## config.mk

```make
export PLATFORM = sky130hd
export DESIGN_NAME = utf8_to_ucs2_line_splitter_flat
export DESIGN_NICKNAME = d
export VERILOG_FILES = /design/src/rtl/u2ls_pkg.sv /design/src/rtl/u2ls_if.sv /design/src/rtl/utf8_to_ucs2_line_splitter.sv /design/src/flat_wrapper.sv
export VERILOG_INCLUDE_DIRS = /design/src /design/src/rtl
export SDC_FILE = /design/constraint.sdc
export NUM_CORES = 1
export LEC_CHECK = 0
export BUFFER_PORTS_ARGS = -buffer_cell sky130_fd_sc_hd__buf_2
export CORE_AREA = 4 4 95 133
export DETAILED_ROUTE_END_ITERATION = 16
export DIE_AREA = 0 0 99 137
export PLACE_DENSITY_LB_ADDON = 0.12
export SYNTH_ARGS = -nofsm -noshare
export SYNTH_HDL_FRONTEND = slang
export SYNTH_SLANG_ARGS = --single-unit
```

## constraint.sdc

```tcl
create_clock -name clk -period 20.6 [get_ports clk]
set_clock_uncertainty 0.15 [all_clocks]
set_input_delay 2.06 -clock clk [delete_from_list [all_inputs] [get_ports clk]]
set_output_delay 2.06 -clock clk [all_outputs]
set_load 0.1 [all_outputs]
```

## src/rtl/utf8_to_ucs2_line_splitter_defines.svh

```systemverilog
// Assertion macros used by the line splitter RTL.
`ifndef UTF8_TO_UCS2_LINE_SPLITTER_DEFINES_SVH
`define UTF8_TO_UCS2_LINE_SPLITTER_DEFINES_SVH

// Same-cycle implication, sampled on clk, off during rst.
`define U2LS_ASSERT_IMPL(lbl, ante, cons, msg) \
  lbl: assert property (@(posedge clk) disable iff (rst) (ante) |-> (cons)) else $error(msg);

// Next-cycle implication, sampled on clk, off during rst.
`define U2LS_ASSERT_NEXT(lbl, ante, cons, msg) \
  lbl: assert property (@(posedge clk) disable iff (rst) (ante) |=> (cons)) else $error(msg);

`endif

```

## src/rtl/u2ls_pkg.sv

```systemverilog
// Package: widths, character constants and result entry type of the line splitter.
`timescale 1ns / 1ps
`default_nettype none
package u2ls_pkg;

  localparam int DATA_W  = 8;
  localparam int LEFT_W  = 3;
  localparam int UNIT_W  = 16;
  localparam int CODE_W  = 21;
  localparam int PHASE_W = 2;

  localparam logic [UNIT_W-1:0] REPL  = 16'hFFFD;
  localparam logic [UNIT_W-1:0] CH_LF = 16'h000A;
  localparam logic [UNIT_W-1:0] CH_CR = 16'h000D;

  localparam logic KIND_UNIT = 1'b0;
  localparam logic KIND_EOL  = 1'b1;

  // One result entry waiting in the output group
  typedef struct packed {
    logic              kind;
    logic [UNIT_W-1:0] code_unit;
    logic              err;
  } res_t;

endpackage
`default_nettype wire

```

## src/rtl/u2ls_if.sv

```systemverilog
// Stream interfaces: UTF-8 byte channel and code unit channel.
`timescale 1ns / 1ps
`default_nettype none
interface u2ls_byte_if;
  logic                         valid;
  logic                         ready;
  logic [u2ls_pkg::DATA_W-1:0]  data_byte;
  logic [u2ls_pkg::LEFT_W-1:0]  bytes_left;

  modport source (output valid, output data_byte, output bytes_left, input ready);
  modport sink   (input valid, input data_byte, input bytes_left, output ready);
endinterface

interface u2ls_unit_if;
  logic                         valid;
  logic                         ready;
  logic                         kind;
  logic [u2ls_pkg::UNIT_W-1:0]  code_unit;
  logic                         contains_errors;
  logic                         last;

  modport source (output valid, output kind, output code_unit, output contains_errors,
                  output last, input ready);
  modport sink   (input valid, input kind, input code_unit, input contains_errors,
                  input last, output ready);
endinterface
`default_nettype wire

```

## src/rtl/utf8_to_ucs2_line_splitter.sv

```systemverilog
// Top level: UTF-8 byte decoder to UCS-2 code units with CR/LF line splitting.
//
//  channel  | dir | carries
//  ---------+-----+----------------------------------------------------
//  bytes    | in  | data_byte[7:0], bytes_left[2:0] (0 or 1 = final byte)
//  units    | out | kind, code_unit[15:0], contains_errors, last
//
// A byte is decoded in the cycle it is accepted; its zero to three results
// land in a result group register and leave one per cycle, while units.ready
// is high. Throughput is one byte per cycle while each byte gives at most one
// result and units.ready is high; a byte with more results holds the byte side
// until the single-entry output port has drained the group to its last result.
// rst (synchronous) clears the decoder state and empties the result group.
// bytes.ready depends on units.ready when one result is left in the group.
`timescale 1ns / 1ps
`default_nettype none
`include "utf8_to_ucs2_line_splitter_defines.svh"
module utf8_to_ucs2_line_splitter (
  input  wire logic  clk,
  input  wire logic  rst,
  u2ls_byte_if.sink  bytes,
  u2ls_unit_if.source units
);

  localparam int NCAND = 6;
  localparam int NSLOT = 3;

  // decoder state
  logic [u2ls_pkg::PHASE_W-1:0] phase;
  logic [u2ls_pkg::CODE_W-1:0]  partial;
  logic                         cr_held;
  logic                         error_seen;
  logic                         line_open;

  logic [u2ls_pkg::PHASE_W-1:0] phase_next;
  logic [u2ls_pkg::CODE_W-1:0]  partial_next;
  logic                         cr_held_next;
  logic                         error_seen_next;
  logic                         line_open_next;

  // result group
  u2ls_pkg::res_t slot [NSLOT];
  logic [1:0]     cnt;

  u2ls_pkg::res_t grp [NSLOT];
  logic [1:0]     grp_cnt;

  logic in_acc;
  logic out_acc;
  logic final_b;

  // byte section results
  logic                        has_unit;
  logic [u2ls_pkg::UNIT_W-1:0] unit_val;
  logic                        err1;
  logic [u2ls_pkg::PHASE_W-1:0] phase1;
  logic [u2ls_pkg::CODE_W-1:0] partial1;
  logic                        cr1;
  logic                        lo1;
  logic                        e1;
  logic                        flush_err;
  logic                        cr2;
  logic                        e2;

  logic           cand_v [NCAND];
  u2ls_pkg::res_t cand   [NCAND];

  assign in_acc  = bytes.valid && bytes.ready;
  assign out_acc = units.valid && units.ready;
  assign final_b = (bytes.bytes_left <= u2ls_pkg::LEFT_W'(1));

  assign bytes.ready = (cnt == 2'd0) || ((cnt == 2'd1) && units.ready);

  // Decode one byte against the current phase
  always_comb begin
    logic [u2ls_pkg::DATA_W-1:0] b;
    logic [u2ls_pkg::CODE_W-1:0] addend;
    b        = bytes.data_byte;
    addend   = '0;
    has_unit = 1'b0;
    unit_val = u2ls_pkg::REPL;
    err1     = 1'b0;
    phase1   = phase;
    partial1 = partial;
    if (phase == '0) begin
      if (b[7] == 1'b0) begin
        has_unit = 1'b1;
        unit_val = {8'h00, b};
      end else if (b[7:6] == 2'b10) begin
        has_unit = 1'b1;
        err1     = 1'b1;
      end else if (b[7:5] == 3'b110) begin
        partial1 = {10'd0, b[4:0], 6'd0};
        if (bytes.bytes_left >= u2ls_pkg::LEFT_W'(2)) begin
          phase1 = 2'd1;
        end else begin
          has_unit = 1'b1;
          err1     = 1'b1;
        end
      end else if (b[7:4] == 4'b1110) begin
        partial1 = {5'd0, b[3:0], 12'd0};
        if (bytes.bytes_left >= u2ls_pkg::LEFT_W'(3)) begin
          phase1 = 2'd2;
        end else begin
          has_unit = 1'b1;
          err1     = 1'b1;
        end
      end else if (b[7:3] == 5'b11110) begin
        partial1 = {b[2:0], 18'd0};
        if (bytes.bytes_left >= u2ls_pkg::LEFT_W'(4)) begin
          phase1 = 2'd3;
        end else begin
          has_unit = 1'b1;
          err1     = 1'b1;
        end
      end else begin
        has_unit = 1'b1;
        err1     = 1'b1;
      end
    end else if (b[7:6] == 2'b10) begin
      // accumulate continuation bits at the place the phase selects
      case (phase)
        2'd1:    addend = {15'd0, b[5:0]};
        2'd2:    addend = {9'd0, b[5:0], 6'd0};
        default: addend = {3'd0, b[5:0], 12'd0};
      endcase
      partial1 = partial + addend;
      phase1   = phase - 2'd1;
      if (phase1 == '0) begin
        has_unit = 1'b1;
        unit_val = (partial1[u2ls_pkg::CODE_W-1:u2ls_pkg::UNIT_W] != '0) ?
                   u2ls_pkg::REPL : partial1[u2ls_pkg::UNIT_W-1:0];
      end
    end else begin
      phase1   = '0;
      has_unit = 1'b1;
      err1     = 1'b1;
    end
  end

  // Line and CR bookkeeping, flush on the final byte
  always_comb begin
    e1 = error_seen || err1;
    if (has_unit) begin
      cr1 = (unit_val == u2ls_pkg::CH_CR);
    end else begin
      cr1 = cr_held;
    end
    if (has_unit && (unit_val == u2ls_pkg::CH_LF)) begin
      lo1 = 1'b0;
    end else begin
      lo1 = (phase == '0) ? 1'b1 : line_open;
    end
    flush_err = final_b && (phase1 != '0);
    cr2       = flush_err ? 1'b0 : cr1;
    e2        = e1 || flush_err;

    // candidate results in emission order
    cand_v[0] = has_unit && cr_held && (unit_val != u2ls_pkg::CH_LF);
    cand[0]   = '{kind: u2ls_pkg::KIND_UNIT, code_unit: u2ls_pkg::CH_CR, err: e1};
    cand_v[1] = has_unit && (unit_val != u2ls_pkg::CH_CR);
    cand[1]   = (unit_val == u2ls_pkg::CH_LF) ?
                '{kind: u2ls_pkg::KIND_EOL, code_unit: '0, err: e1} :
                '{kind: u2ls_pkg::KIND_UNIT, code_unit: unit_val, err: e1};
    cand_v[2] = flush_err && cr1;
    cand[2]   = '{kind: u2ls_pkg::KIND_UNIT, code_unit: u2ls_pkg::CH_CR, err: 1'b1};
    cand_v[3] = flush_err;
    cand[3]   = '{kind: u2ls_pkg::KIND_UNIT, code_unit: u2ls_pkg::REPL, err: 1'b1};
    cand_v[4] = final_b && cr2;
    cand[4]   = '{kind: u2ls_pkg::KIND_UNIT, code_unit: u2ls_pkg::CH_CR, err: e2};
    cand_v[5] = final_b && lo1;
    cand[5]   = '{kind: u2ls_pkg::KIND_EOL, code_unit: '0, err: e2};
  end

  // Pack valid candidates into the result group
  always_comb begin
    for (int s = 0; s < NSLOT; s++) begin
      grp[s] = '0;
    end
    grp_cnt = 2'd0;
    for (int i = 0; i < NCAND; i++) begin
      if (cand_v[i] && (grp_cnt != 2'd3)) begin
        grp[grp_cnt] = cand[i];
        grp_cnt      = grp_cnt + 2'd1;
      end
    end
  end

  // Next decoder state: final byte returns everything to reset
  always_comb begin
    if (final_b) begin
      phase_next      = '0;
      partial_next    = '0;
      cr_held_next    = 1'b0;
      error_seen_next = 1'b0;
      line_open_next  = 1'b0;
    end else begin
      phase_next      = phase1;
      partial_next    = partial1;
      cr_held_next    = cr1;
      error_seen_next = e1;
      line_open_next  = lo1;
    end
  end

  // Advance decoder state on each accepted byte
  always_ff @(posedge clk) begin
    if (rst) begin
      phase      <= '0;
      partial    <= '0;
      cr_held    <= 1'b0;
      error_seen <= 1'b0;
      line_open  <= 1'b0;
    end else if (in_acc) begin
      phase      <= phase_next;
      partial    <= partial_next;
      cr_held    <= cr_held_next;
      error_seen <= error_seen_next;
      line_open  <= line_open_next;
    end
  end

  // Load a new group, or shift the held group by one per output transaction
  always_ff @(posedge clk) begin
    if (rst) begin
      cnt <= 2'd0;
    end else if (in_acc) begin
      cnt <= grp_cnt;
    end else if (out_acc) begin
      cnt <= cnt - 2'd1;
    end
  end

  always_ff @(posedge clk) begin
    if (in_acc) begin
      for (int s = 0; s < NSLOT; s++) begin
        slot[s] <= grp[s];
      end
    end else if (out_acc) begin
      slot[0] <= slot[1];
      slot[1] <= slot[2];
    end
  end

  assign units.valid           = (cnt != 2'd0);
  assign units.kind            = slot[0].kind;
  assign units.code_unit       = slot[0].code_unit;
  assign units.contains_errors = slot[0].err;
  assign units.last            = (cnt == 2'd1);

  `U2LS_ASSERT_NEXT(a_final_clears, in_acc && final_b,
    (phase == '0) && !cr_held && !error_seen && !line_open,
    "decoder state not cleared after final byte")
  `U2LS_ASSERT_IMPL(a_cr_in_line, cr_held, line_open,
    "CR held outside an open line")
  `U2LS_ASSERT_IMPL(a_seq_in_line, phase != '0, line_open,
    "multibyte sequence in progress outside an open line")
  `U2LS_ASSERT_NEXT(a_err_sticky, error_seen && !(in_acc && final_b), error_seen,
    "error flag dropped inside a stream")
  `U2LS_ASSERT_NEXT(a_group_hold, units.valid && !units.ready, units.valid
    && $stable(slot[0]), "result group changed while stalled")

endmodule
`default_nettype wire
```

## src/flat_wrapper.sv

```systemverilog
// flat-port wrapper written by rule: the top's interface ports become plain ports
module utf8_to_ucs2_line_splitter_flat 
  (clk, rst, bytes_valid, bytes_data_byte, bytes_bytes_left, bytes_ready, units_valid, units_kind, units_code_unit, units_contains_errors, units_last, units_ready);
  u2ls_byte_if bytes_i ();
  u2ls_unit_if units_i ();
  input  wire logic clk;
  input  wire logic rst;
  input wire logic [$bits(bytes_i.valid)-1:0] bytes_valid;
  input wire logic [$bits(bytes_i.data_byte)-1:0] bytes_data_byte;
  input wire logic [$bits(bytes_i.bytes_left)-1:0] bytes_bytes_left;
  output wire logic [$bits(bytes_i.ready)-1:0] bytes_ready;
  output wire logic [$bits(units_i.valid)-1:0] units_valid;
  output wire logic [$bits(units_i.kind)-1:0] units_kind;
  output wire logic [$bits(units_i.code_unit)-1:0] units_code_unit;
  output wire logic [$bits(units_i.contains_errors)-1:0] units_contains_errors;
  output wire logic [$bits(units_i.last)-1:0] units_last;
  input wire logic [$bits(units_i.ready)-1:0] units_ready;
  assign bytes_i.valid = bytes_valid;
  assign bytes_i.data_byte = bytes_data_byte;
  assign bytes_i.bytes_left = bytes_bytes_left;
  assign bytes_ready = bytes_i.ready;
  assign units_valid = units_i.valid;
  assign units_kind = units_i.kind;
  assign units_code_unit = units_i.code_unit;
  assign units_contains_errors = units_i.contains_errors;
  assign units_last = units_i.last;
  assign units_i.ready = units_ready;
  utf8_to_ucs2_line_splitter u_core (.clk(clk), .rst(rst), .bytes(bytes_i), .units(units_i));
endmodule
```

==> impl_metrics.csv <==
group,metric,value,unit
synthesis,synth_simple_gate_area_frac,0.183,
global_route,grt_first_pass_wirelength,27.2,mm
clock_tree,clock-root-buffer,"clkbuf_16",
timing,relSlewSlack,0.265,
status,outcome,"finished, final reports clean",
synthesis,synth_area,0.00561,mm²
worst_hold_path,hold_class,"reg2reg",
timing,setup_violations,0,
route,wl_per_cell,20.6,µm
worst_hold_path,hold_end,"u_core.partial[7]$_SDFFE_PP0P_",
synthesis,synth-seq-cells,68,
worst_hold_path,min_delay_path_depth,2,
floorplanning,ios,36,
critical_path,start_kind,"primary input",
route,viasPerCell,6.50,
clock_tree,cts_sinks,68,
timing,period_minus_slack,10.86,ns
synthesis,synth.avg_cell_area,8.26,µm²
critical_path,critPathArrivalTime,10.79,ns
timing,fin_crit_sh,0.527,
clock_tree,hold_buffers,0,
timing,hold_violations,0,
timing,worstMarginPinSlew,1.10,ns
power_and_ir_drop,leakage,2.41,nW
floorplanning,row_count,46,
placed_design,dpl.cell_count,811,
synthesis,yosysUniqueCellTypes,77,
global_route,grt_max_degree,37,
synthesis,synth_edf_count,40,
clock_tree,ctsResizeCount,0,
job,max-cap-violations,0,
placed_design,place_area,0.00572,mm²
synthesis,synth_top_family_by_area,"compound AO/OA/AOI/OAI gates",
route,wirelength,17.0,mm
critical_path,worstSetupEndpointType,"flip-flop",
synthesis,yosys.area_share.adder,0.0896,
synthesis,yosys_most_used_dff,"edfxtp_1",
timing,holdWs,0.313,ns
synthesis,syn-num-nets,733,
floorplanning,design.die.area,0.0136,mm²
floorplanning,die_width,99,µm
clock_tree,clk_latency,0.33,ns
final_layout,fin_nets,732,
synthesis,syn-instance-count,679,
floorplanning,die_h,137,µm
route,drc,0,
placed_design,dp_hpwl,12.8,mm
placed_design,gp_congestion,1.03,
route,vias,5373,
power_and_ir_drop,power_density,105,mW/mm²
clock_tree,cts_buffer_depth,2,
power_and_ir_drop,pwr-share-comb,0.431,
clock_tree,numCtsBuffers,9,
synthesis,synthXorXnorAreaFrac,0.0219,
synthesis,seq_area_frac_synth,0.314,
clock_tree,post-cts-setup-buffers,0,
critical_path,r2r_cells,37,
global_route,grt_use_total,0.252,
critical_path,path_class,"in2reg",
timing,slew_violations,0,
critical_path,cp_max_fo,10,
final_layout,final_cell_count_no_fill,827,
route,dr.pass1.iters,6,
critical_path,max_stage_delay,0.69,ns
timing,rsz0062_at_grt,"no",
synthesis,async_flop_share,0,
floorplanning,initial_core_util,0.495,
critical_path,reg2reg_to,"u_core.slot[0][2]$_DFFE_PP_",
route,ant_nets,0,
global_route,gr-total-overflow,0,
critical_path,r2r_start,"u_core.phase[0]$_SDFFE_PP0P_",
clock_tree,cts-htree-levels,3,
final_layout,diodes,0,
timing,timing.fmax,92.1,MHz
global_route,grt_pass1_vias,5306,
final_layout,final_area,0.00602,mm²
synthesis,synth_warnings,0,
power_and_ir_drop,internal_power,333,µW
power_and_ir_drop,swShare,0.472,
final_layout,layout-drive-gt1-share,0.117,
global_route,antenna_found_initial,0,
worst_hold_path,hold_start,"u_core.partial[7]$_SDFFE_PP0P_",
clock_tree,cts_tree,"built",
critical_path,cp.required,20.53,ns
floorplanning,core_area,0.0113,mm²
power_and_ir_drop,clock_power_share,0.251,
critical_path,r2r_slack,10.50,ns
final_layout,area_growth_syn_to_layout,7.34,%
synthesis,synth_compound_area_frac,0.315,
power_and_ir_drop,p_seq_frac,0.318,
clock_tree,clkTransAtPathRegs,0.06,ns
synthesis,synthMuxAreaShare,0.00557,
power_and_ir_drop,ir_drop,0.0413,mV
power_and_ir_drop,power.switching,297,µW
route,drtIter0Drc,382,
timing,tns,0,ns
placed_design,io_buffer_count,35,
critical_path,timing.critical_path.slowest_stage_cell,"nor3_1",
## kinds of logic (layout without fill, tap and decap cells)
family	count (synthesis)	in the layout
adder cells (fa/ha/maj)	39	39
multiplexers	3	3
XOR/XNOR	14	14
flip-flops	68	68
buffers and inverters	84	88
AO/OA/AOI/OAI	261	261
AND/OR/NAND/NOR	210	210
## cells in the mapped netlist (all sizes together), types with 5 or more instances
cell type / instances / area, µm²
nor3: 15 / 80.1
xor2: 5 / 43.8
dfxtp: 28 / 561
a211oi: 11 / 82.6
nor2b: 10 / 62.6
or2: 5 / 31.3
a32oi: 5 / 43.8
and3: 11 / 73.8
o21ai: 52 / 260
clkbuf: 27 / 101
a21boi: 9 / 67.6
buf: 23 / 166
edfxtp: 40 / 1200
a21oi: 90 / 477
nand2: 66 / 248
ha: 37 / 463
nor2: 54 / 203
a21o: 9 / 67.6
o21a: 6 / 45.0
a211o: 8 / 70.1
nand3: 11 / 55.1
a22oi: 14 / 110
a31oi: 11 / 68.8
o211ai: 7 / 52.6
xnor2: 9 / 78.8
and2: 12 / 75.1
inv: 34 / 128
## power groups by stage
stage          clock, mW  sequential [mW]  combinational, mW
6_report           0.158            0.201              0.272
5_1_grt            0.167            0.203              0.288
4_1_cts            0.160            0.201              0.272
3_5_place_dp           0            0.203              0.271
3_3_place_gp           0            0.202              0.270
2_1_floorplan          0            0.213              0.228
## flip-flops by register name, summed over array words and instances, names as in the netlist
signal	flops
u_core.phase	2
u_core.partial	21
u_core.slot	40
u_core.cnt	2
u_core.line_open	1
u_core.cr_held	1
u_core.error_seen	1
## final cells by class
cell class,instances,area [µm²]
Multi-Input combinational cell,527,3450
Fill cell,1113,5320
Clock inverter,7,76.3
Clock buffer,9,225
Sequential cell,68,1760
Timing Repair Buffer,38,198
Inverter,34,128
Tap cell,144,180
## critical path: cells and delay by family
| family | cells | cell delay (ns) |
|---|---|---|
| simple gates | 14 | 3.64 |
| fa+ha+maj | 5 | 1.52 |
| buf+inv | 6 | 0.72 |
| xor+xnor | 1 | 0.28 |
| compound gates | 9 | 2.56 |
## placed cells by master, fill, tap and decap left out, types with 6 or more instances in the layout
cell	Yosys	routed
a21oi_1	83	83
nand2_1	66	66
nor2_1	54	54
edfxtp_1	40	40
o21ai_0	38	38
ha_1	37	37
buf_2	4	35
inv_1	34	34
dfxtp_1	28	28
nor3_1	14	14
o21ai_1	14	14
a22oi_1	13	13
a211oi_1	11	11
a31oi_1	11	11
nand3_1	11	11
and2_1	11	11
nor2b_1	10	10
and3_1	10	10
xnor2_1	9	9
a21o_1	9	9
clkbuf_16	0	9
a211o_1	8	8
a21boi_0	7	7
o211ai_1	7	7
a21oi_2	7	7
o21a_1	6	6
## per-stage QoR
step,power (mW),util,setup WS [ns]
floorplan,0.441,-,10.91
global placement,0.472,0.505,9.94
detailed placement,0.475,0.505,9.69
CTS,0.632,0.531,9.99
global route,0.658,0.531,9.05
finish,0.631,0.531,9.74
## worst max-delay path by stage
stage	start	slack (ns)	to
floorplan	bytes_data_byte[2]	10.91	u_core.slot[0][2]$_DFFE_PP_
global placement	bytes_data_byte[0]	9.94	u_core.slot[0][2]$_DFFE_PP_
detailed placement	bytes_data_byte[0]	9.69	u_core.slot[0][2]$_DFFE_PP_
CTS	bytes_data_byte[0]	9.99	u_core.slot[0][2]$_DFFE_PP_
global route	bytes_data_byte[0]	9.05	u_core.slot[0][2]$_DFFE_PP_
finish	bytes_data_byte[0]	9.74	u_core.slot[0][2]$_DFFE_PP_
## layer usage
metal / vias to the layer above / GRT usage / wire [µm]
met5: - / 0 / 0
met4: 0 / 0.137 / 785
met3: 57 / 0.0408 / 908
met2: 222 / 0.443 / 8590
met1: 2587 / 0.291 / 6740
li1: 2507 / - / -
No activity file was read; power rests on OpenSTA's default activity.
